**config.mk**
```make
export PLATFORM = sky130hd
export DESIGN_NAME = swma_ctrl
export DESIGN_NICKNAME = d
export VERILOG_FILES = /design/src/swma_pkg.sv /design/src/swma_ctrl.sv
export SDC_FILE = /design/constraint.sdc
export NUM_CORES = 1
export LEC_CHECK = 0
export BUFFER_PORTS_ARGS = -buffer_cell sky130_fd_sc_hd__buf_4
export CORE_AREA = 4 4 41 43
export CTS_BUF_LIST = sky130_fd_sc_hd__clkbuf_4 sky130_fd_sc_hd__clkbuf_8 sky130_fd_sc_hd__clkbuf_16
export DETAILED_ROUTE_END_ITERATION = 12
export DIE_AREA = 0 0 45 47
export SYNTH_ARGS = -nofsm -noshare
export SYNTH_HDL_FRONTEND = slang
export SYNTH_SLANG_ARGS = --single-unit
```
**constraint.sdc**
```tcl
create_clock -name clock -period 1.8 [get_ports clock]
set_clock_uncertainty 0.2 [all_clocks]
set_input_delay 0.27 -clock clock [delete_from_list [all_inputs] [get_ports clock]]
set_output_delay 0.27 -clock clock [all_outputs]
set_load 0.02 [all_outputs]
```
**src/swma_pkg.sv**
```systemverilog
`default_nettype none

package swma_pkg;

   // Field widths
   localparam int PRICE_W    = 24;
   localparam int VOLUME_W   = 32;
   localparam int QUO_W      = PRICE_W;
   localparam int STEP_W     = $clog2(QUO_W);
   localparam int CSR_DATA_W = 7;
   localparam int CSR_INDEX_W = 1;

   localparam int WINDOW_MAX_DEFAULT = 64;

   // Register indexes
   localparam logic [CSR_INDEX_W-1:0] CSR_WINDOW_LENGTH = 1'd0;
   localparam logic [CSR_INDEX_W-1:0] CSR_AVERAGE_MODE  = 1'd1;

   // Averaging modes
   localparam logic AVG_SIMPLE   = 1'b0;
   localparam logic AVG_WEIGHTED = 1'b1;

   typedef struct packed {
      logic [PRICE_W-1:0]  price;
      logic [VOLUME_W-1:0] volume;
      logic                first_of_series;
   } req_type;

   typedef struct packed {
      logic               average_ready;
      logic [PRICE_W-1:0] average;
   } rsp_type;

   typedef enum logic [2:0] {
      ST_IDLE,
      ST_READ,
      ST_MUL_OLD,
      ST_SUB,
      ST_ADD,
      ST_DIV_INIT,
      ST_DIV,
      ST_DONE
   } state_type;

   typedef struct packed {
      logic accept;
      logic mem_rd;
      logic mul_old;
      logic sub;
      logic mul_new;
      logic add;
      logic div_init;
      logic div_step;
      logic out_load;
   } cmd_type;

   typedef struct packed {
      logic div_skip;
      logic out_busy;
   } sts_type;

endpackage

`default_nettype wire

```
**src/swma_ctrl.sv**
```systemverilog
`default_nettype none

module swma_ctrl import swma_pkg::*; (
   input  wire logic    clock,
   input  wire logic    reset,
   input  wire logic    req_valid,
   output logic         req_ready,
   input  wire sts_type sts,
   output cmd_type      cmd
);

   state_type           state_ff, state_in;
   logic [STEP_W-1:0]   step_ff, step_in;

   always_ff @(posedge clock) begin
      if (reset) begin
         state_ff <= ST_IDLE;
         step_ff  <= '0;
      end else begin
         state_ff <= state_in;
         step_ff  <= step_in;
      end
   end

   always_comb begin
      state_in  = state_ff;
      step_in   = step_ff;
      cmd       = '0;
      req_ready = 1'b0;
      case (state_ff)
         ST_IDLE: begin
            req_ready = 1'b1;
            if (req_valid) begin
               cmd.accept = 1'b1;
               state_in   = ST_READ;
            end
         end
         ST_READ: begin
            cmd.mem_rd = 1'b1;
            state_in   = ST_MUL_OLD;
         end
         ST_MUL_OLD: begin
            cmd.mul_old = 1'b1;
            state_in    = ST_SUB;
         end
         ST_SUB: begin
            cmd.sub     = 1'b1;
            cmd.mul_new = 1'b1;
            state_in    = ST_ADD;
         end
         ST_ADD: begin
            cmd.add  = 1'b1;
            state_in = ST_DIV_INIT;
         end
         ST_DIV_INIT: begin
            cmd.div_init = 1'b1;
            step_in      = '0;
            state_in     = sts.div_skip ? ST_DONE : ST_DIV;
         end
         ST_DIV: begin
            cmd.div_step = 1'b1;
            step_in      = step_ff + STEP_W'(1);
            if (step_ff == STEP_W'(QUO_W - 1)) begin
               state_in = ST_DONE;
            end
         end
         ST_DONE: begin
            // hold until the output register is free
            if (!sts.out_busy) begin
               cmd.out_load = 1'b1;
               state_in     = ST_IDLE;
            end
         end
         default: begin
            state_in = ST_IDLE;
         end
      endcase
   end

endmodule

`default_nettype wire

```
* Word level (Yosys, flattened, before mapping)
Index checks and enable logic that the tools add are counted.
** Cells by class
- Reduce and logical (&&, ||, !) cells :: 3
- Equality and inequality tests :: 11
- Muxes and demuxes :: 17
- $add $sub $neg :: 1
** Operator list (count)
- $pmux W3 S8 :: 1
- $eq A3 B3 Y1 const B :: 4
- $mux W1 :: 11
- $pmux W5 S2 :: 1
- $mux W3 :: 3
- $eq A3 B2 Y1 const B :: 2
- $ne A2 B2 Y1 const B :: 3
- $add A5 B1 Y5 const B :: 1
- $eq A5 B5 Y1 const B :: 1
- $eq A3 B1 Y1 const B :: 1
- $logic_not A3 Y1 :: 1
- $reduce_and A3 Y1 :: 1
- $mux W2 :: 1
- $reduce_bool A2 Y1 :: 1
** Word-level totals
- Output and inout port bits :: 10
- Input port bits :: 5
- Bits in registers :: 8

* Logic depth before layout (Yosys ltp)
Gate-level depths: netlist of the first run.
- Depth in word-level cells :: 3
- Depth in mapped cells :: 5

* Worst setup path before layout of the first run
OpenSTA, ideal clock, no wires.
- Path kind :: reg2out
- Start point :: register state_ff[0]
- End point :: output port cmd[8] in the netlist's numbering
- Arrival time :: 1.440 ns
- Required time :: 1.330 ns
- Cell stages (with the launch flop) :: 5
- Slack :: -0.110 ns
- Cells stage by stage :: dfxtp_1 buf_2 buf_2 nor3_1 and2_1
** RTL lines
- start: declaration :: line swma_ctrl.sv:12 : state_type state_ff, state_in;
- start signal: assignment :: line swma_ctrl.sv:20 : state_ff <= state_in;
- end: declaration :: line swma_ctrl.sv:9 : output cmd_type cmd

==> flow_metrics.tcl, run 1 <==
set metrics [dict create \
    path_cells "buf_4 > nor3_2 > and2_1 > buf_4" \
    multi_input_comb_area_um2 336.6 \
    status "finished clean" \
    synth-main-ff-cell "dfxtp_1" \
    gr-total-overflow 0 \
    synthCells 69 \
    drt-pass1-iter-count 4 \
    synth_nets 75 \
    ys_seq_area_frac 0.2943 \
    setup_violations 0 \
    post_cts.repair.setup_buffers 0 \
    routed_wl_um 1284 \
    setup_slack_ps 68.98 \
    cts_hold_buffers 0 \
    die_h_um 47 \
    fill_cells 132 \
    wl_per_cell_um 12.97 \
    slowest_delay_ps 340 \
    ctsResizeCount 3 \
    path_clk_slew_ps 60 \
    crit_type "reg -> out" \
    worstPathMaxFanout 9 \
    route.vias.total 547 \
    setup.worst_path.end_class "output port" \
    ios 15 \
    finalHoldViolCount 0 \
    antennaDiodeCount 0 \
    antenna_found_initial 0 \
    ys_types 27 \
    rows 13 \
    design.die.area_um2 2115 \
    final_cells 99 \
    relSlewSlack 0.7904 \
    nets 92 \
    yosysWarningCount 0 \
    slowest_stage "dfxtp_1" \
    syn_to_final_growth_pct 28.74 \
    rsz0062_at_grt "false" \
    hold_start "reset" \
    min_period_ps 1731 \
    start_util 0.4183 \
    power.density_nw_per_um2 697.9 \
    gp_congestion 0.7451 \
    htree_levels 1 \
    layout-drive-gt1-share 0.3571 \
    core_area_um2 1301 \
    reg2reg_from "step_ff[0]$_SDFFE_PP0P_" \
    grt_first_pass_wirelength_um 2228 \
    path_common_cell "buf_4" \
    crit_path_start "state_ff[2]$_SDFFE_PP0P_" \
    setup_tns_ps 0 \
    min_period_over_period 0.9617 \
    io_buffers 14 \
    seq_area_um2 165.2 \
    drv_slew 0 \
    syn_area_per_cell_um2 7.888 \
    drc 0 \
    min_path_type "in -> reg" \
    synth_area_um2 544.3 \
    cts_made_buffers 3 \
    worst-slew-pin-transition_ps 311.5 \
    cts_tree "built" \
    viasPerCell 5.525 \
    grt_max_degree 16 \
    place_ws_ps 159.7 \
    critPathRequiredTime_ps 1330 \
    cts-root-buf "clkbuf_4" \
    cts_sinks 8 \
    maxCapViolations 0 \
    postSynth.asyncResetShare 0 \
    dr.first_iter.drc_count 5 \
    hpwl_um 937.9 \
    placedCellCount 96 \
    arrival_ps 1260 \
    cp-start-kind "flip-flop" \
    synth_seq_cells 8 \
    grt_pass1_vias 535 \
    insertion_delay_ps 250 \
    grt_usage 0.1477 \
    p_leak_uw 0.0002671 \
    cts.path.max_buffers 2 \
    holdWs_ps 57.70 \
    fp.dieW_um 45 \
    ir_worst_vdd_uv 384.7 \
    fmax_ghz 0.5777 \
    postRouteAntennaNets 0 \
    p_total_uw 489.0 \
    synth-edff-count 0 \
]
## final cells by class
| class | count | area share |
|---|---|---|
| Multi-Input combinational cell | 50 | 0.4804 |
| Sequential cell | 8 | 0.2357 |
| Timing Repair Buffer | 19 | 0.2036 |
| Clock buffer | 3 | 0.03214 |
| Tap cell | 15 | 0.02679 |
| Inverter | 4 | 0.02143 |
## registers in the layout (all words and copies together) (netlist names)
name,count
state_ff,3
step_ff,5
## power breakdown
part | internal, uW | total [uW] | switching (uW)
clock network | 76.7 | 143 | 66.0
logic | 67.3 | 138 | 71.0
registers | 186 | 208 | 21.6
## worst max-delay path: cells and delay by family (launching register included)
family | cells | cell delay, ps
simple gates | 2 | 350
buf+inv | 2 | 320
flops | 1 | 340
## worst paths after layout
kind	to	slack (ps)	cells after the start
hold reg to reg	step_ff[1]$_SDFFE_PP0P_	320	2
hold / removal	step_ff[3]$_SDFFE_PP0P_	60	2
setup reg to reg	state_ff[0]$_SDFFE_PP0P_	310	4
setup / recovery	cmd[8]	70	4
## cells by family (layout without fill, tap and decap cells)
kind of cell,after synthesis,after routing,share of synthesized area
DFF,8,8,0.2942
adders and majority gates,1,1,0.02298
and+or+nand+nor,34,34,0.3494
AOI/OAI and AO/OA,14,14,0.2069
buffers and inverters,11,26,0.1057
muxes,1,1,0.02069
## per-stage QoR
stage	utilization	cell area, um2
2_1_floorplan	-	549.3
3_3_place_gp	0.5135	668.1
3_5_place_dp	0.5135	668.1
4_1_cts	0.5365	698.2
5_1_grt	0.5385	700.7
6_report	0.5385	700.7
## synthesized netlist by cell type, types with 2 or more instances
library cell / instances / share of area
a2111oi_2: 2 / 0.055
a21boi_0: 2 / 0.028
a21oi_1: 2 / 0.018
a31oi_1: 3 / 0.034
buf_2: 4 / 0.037
dfxtp_1: 8 / 0.29
inv_1: 4 / 0.028
nand2_1: 5 / 0.034
nand2b_1: 4 / 0.046
nand3_1: 5 / 0.046
nand3b_1: 2 / 0.028
nor2_1: 3 / 0.021
nor2b_1: 3 / 0.034
nor3_1: 3 / 0.028
nor3b_1: 3 / 0.041
nor4_1: 4 / 0.046
o211ai_1: 2 / 0.028
## placed cells by master (no fill, tap or decap), types with 2 or more instances in the layout
| cell | n |
|---|---|
| buf_4 | 19 |
| dfxtp_1 | 6 |
| nand2_1 | 5 |
| nand3_1 | 5 |
| inv_1 | 4 |
| nor4_1 | 4 |
| nand2b_1 | 4 |
| nor2b_1 | 3 |
| nor2_1 | 3 |
| a31oi_1 | 3 |
| clkbuf_4 | 3 |
| nor3b_1 | 2 |
| nand3b_1 | 2 |
| a21boi_0 | 2 |
| a21oi_1 | 2 |
| nor3_1 | 2 |
| o211ai_1 | 2 |
| a2111oi_2 | 2 |
## metal layers
metal,track usage,wire length [um]
met1,0.1773,633
met2,0.2260,576
met3,0.03065,52
met4,0.1228,21
met5,0,0
No activity file was read; power rests on OpenSTA's default activity.
==> run 2: changes to the inputs <==
Settings changed: ABC_AREA from default to 1, CTS_CLUSTER_SIZE from default to 24.
==> run 2 against run 1 <==
Effect of this change: worst setup slack better by 110 ps; register-to-register slack better by 90 ps; clock power is 4% lower; total power is 4.3% lower; critical endpoint unchanged; highest routed layer is now met3.
==> flow_metrics.tcl, run 2 <==
set metrics [dict create \
    mostFrequentLayoutCells "16 x nand2_1, 14 x buf_4, 11 x inv_1" \
    postLayoutCellArea_um2 620.6 \
    critPathRequiredTime_ps 1330 \
    min_path_type "in -> reg" \
    route.vias.total 497 \
    synth-main-ff-cell "dfxtp_1" \
    crit_path_start "state_ff[0]$_SDFFE_PP0P_" \
    synth-edff-count 0 \
    min_period_ps 1623 \
    hold_start "reset" \
    pwr-share-comb 0.276 \
    gp_congestion 0.7532 \
    multi_input_comb_area_um2 261.5 \
    wl_per_cell_um 9.790 \
    fin_util 0.4769 \
    reg2reg_from "step_ff[0]$_SDFFE_PP0P_" \
    top_regs "step_ff: 5 flops, state_ff: 3 flops" \
    rsz0062_at_grt "false" \
    rows 13 \
    placedCellCount 102 \
    synth_seq_cells 8 \
    antennaDiodeCount 0 \
    regMostFlops "step_ff" \
    path_clk_slew_ps 60 \
    hpwl_um 819.4 \
    viasPerCell 4.733 \
    ys_types 17 \
    status "finished clean" \
    grt_pass1_vias 438 \
    cts_hold_buffers 0 \
    postRouteAntennaNets 0 \
    wl_met2_um 506 \
    power.internal_uw 315.6 \
    placed_area_um2 590.6 \
    gr-total-overflow 0 \
    io_buffers 14 \
    grt_first_pass_wirelength_um 1856 \
    cts-root-buf "clkbuf_4" \
    synth_top_cell_by_area "dfxtp_1" \
    syn_area_per_cell_um2 6.423 \
    power_switching_uw 152.2 \
    synth.most_common_cell "nand2_1" \
    synthCells 75 \
    ctsResizeCount 0 \
    relSlewSlack 0.8534 \
    min_period_over_period 0.9017 \
    synthTopCellsByArea "dfxtp_1 33%, nand2_1 12%, inv_1 8.6%" \
    drt-pass1-iter-count 4 \
    crit_type "reg -> out" \
    ir_worst_vdd_uv 300.8 \
    ios 15 \
    r2r-end "state_ff[1]$_SDFFE_PP0P_" \
    cts_sinks 8 \
    r2r_slack_ps 400 \
    largest_register_ffs 5 \
    die_h_um 47 \
    design.die.area_um2 2115 \
    p_leak_uw 0.0003150 \
    cp-start-kind "flip-flop" \
    yosysWarningCount 0 \
    maxCapViolations 0 \
    insertion_delay_ps 260 \
    grt_max_degree 9 \
    setup_violations 0 \
    finalHoldViolCount 0 \
    min_to "step_ff[4]$_SDFFE_PP0P_" \
    min_path_cells 2 \
    power.density_nw_per_um2 753.9 \
    reg2regPathDepth 8 \
    fill_cells 151 \
    drv_slew 0 \
    htree_levels 1 \
    drt-met1-wl_um 469 \
    start_util 0.3702 \
    worst-slew-pin-transition_ps 219.7 \
    switching_share 0.3254 \
    grt_usage 0.1230 \
    final_cells 105 \
    cts_made_buffers 3 \
    routed_wl_um 1028 \
    synth_nets 81 \
    core_area_um2 1301 \
    ys_seq_area_frac 0.3325 \
    setup_tns_ps 0 \
    worstPathMaxFanout 6 \
    nets 98 \
    synth_area_um2 481.7 \
    syn_to_final_growth_pct 28.83 \
    antenna_found_initial 0 \
    yosysTopAreaCellShare 0.3325 \
    synth_common_cells "16 x nand2_1, 11 x inv_1, 8 x dfxtp_1, 7 x nand3_1, 7 x nor2_1" \
    post_cts.repair.setup_buffers 0 \
    cts_tree "built" \
    arrival_ps 1150 \
    drc 0 \
    fmax_ghz 0.6161 \
    layout_commonest_cell "nand2_1" \
    layout-drive-gt1-share 0.3111 \
    seq_area_um2 162.7 \
    p_seq_frac 0.431 \
    cts.path.max_buffers 2 \
    postSynth.asyncResetShare 0 \
    fp.dieW_um 45 \
    dr_wl_met3_um 52 \
    dr.first_iter.drc_count 11 \
    clkPwrFrac 0.293 \
    highest_layer "met3" \
    setup.worst_path.end_class "output port" \
]
## run 2: cell types whose count changed after synthesis, moves of 3 or more
cell      change
nand2_1      +11
inv_1         +7
a21oi_1       +4
buf_2         -4
nand2_2       +4
nand2b_1      -4
nor2_1        +4
nor4_1        -4
a31oi_1       -3
nor2b_1       -3
nor3b_1       -3
## run 2: cell families after synthesis
kind of cell / after synthesis / synth area share
AO/OA/AOI/OAI: 10 / 0.1091
adder cells (fa/ha/maj): 1 / 0.02597
buffers and inverters: 15 / 0.1350
flip-flops: 8 / 0.3325
AND/OR/NAND/NOR: 41 / 0.3974
## run 2: layout make-up
cell class	instances	area share
repair buffers	14	0.1694
inverters	13	0.08065
clock buffers	3	0.03629
multi-input cells	52	0.4214
flip-flops and latches	8	0.2621
well taps	15	0.03024
## run 2: per-layer routing
| metal | vias up | track usage |
|---|---|---|
| met2 | 7 | 0.1893 |
| met3 | 0 | 0.06897 |
| met1 | 222 | 0.1475 |
| li1 | 268 | - |
| met5 | - | 0 |
| met4 | 0 | 0.03509 |
## run 2: worst max-delay path: stages (launching register included)
cell	delay (ps)
dfxtp_1	360
nor2_1	210
nand2_1	100
nor2_1	90
buf_4	140
## run 2: power groups by stage
stage          logic, uW  registers (uW)  clock network, uW
6_report             129             202                137
5_1_grt              145             204                157
4_1_cts              130             200                145
3_5_place_dp         130             204                  0
3_3_place_gp         131             204                  0
2_1_floorplan       88.3             199                  0
## run 2: how the worst max path moves through the flow
stage,slack (ps),depth (start not counted),endpoint
CTS,3,3,cmd[0]
floorplan,270,3,cmd[5]
detailed placement,290,3,cmd[0]
finish,180,4,cmd[8]
global placement,340,3,cmd[0]
global route,50,4,cmd[8]
## run 2: per-stage QoR
stage | worst slack, ps | total power (uW) | hold slack (ps)
3_3_place_gp | 339.6 | 334.6 | 275.1
4_1_cts | 3.435 | 475.5 | 21.96
2_1_floorplan | 273.9 | 287.0 | 139.1
6_report | 176.9 | 467.9 | 30.38
5_1_grt | 50.57 | 505.9 | 26.33
3_5_place_dp | 293.2 | 334.0 | 277.7
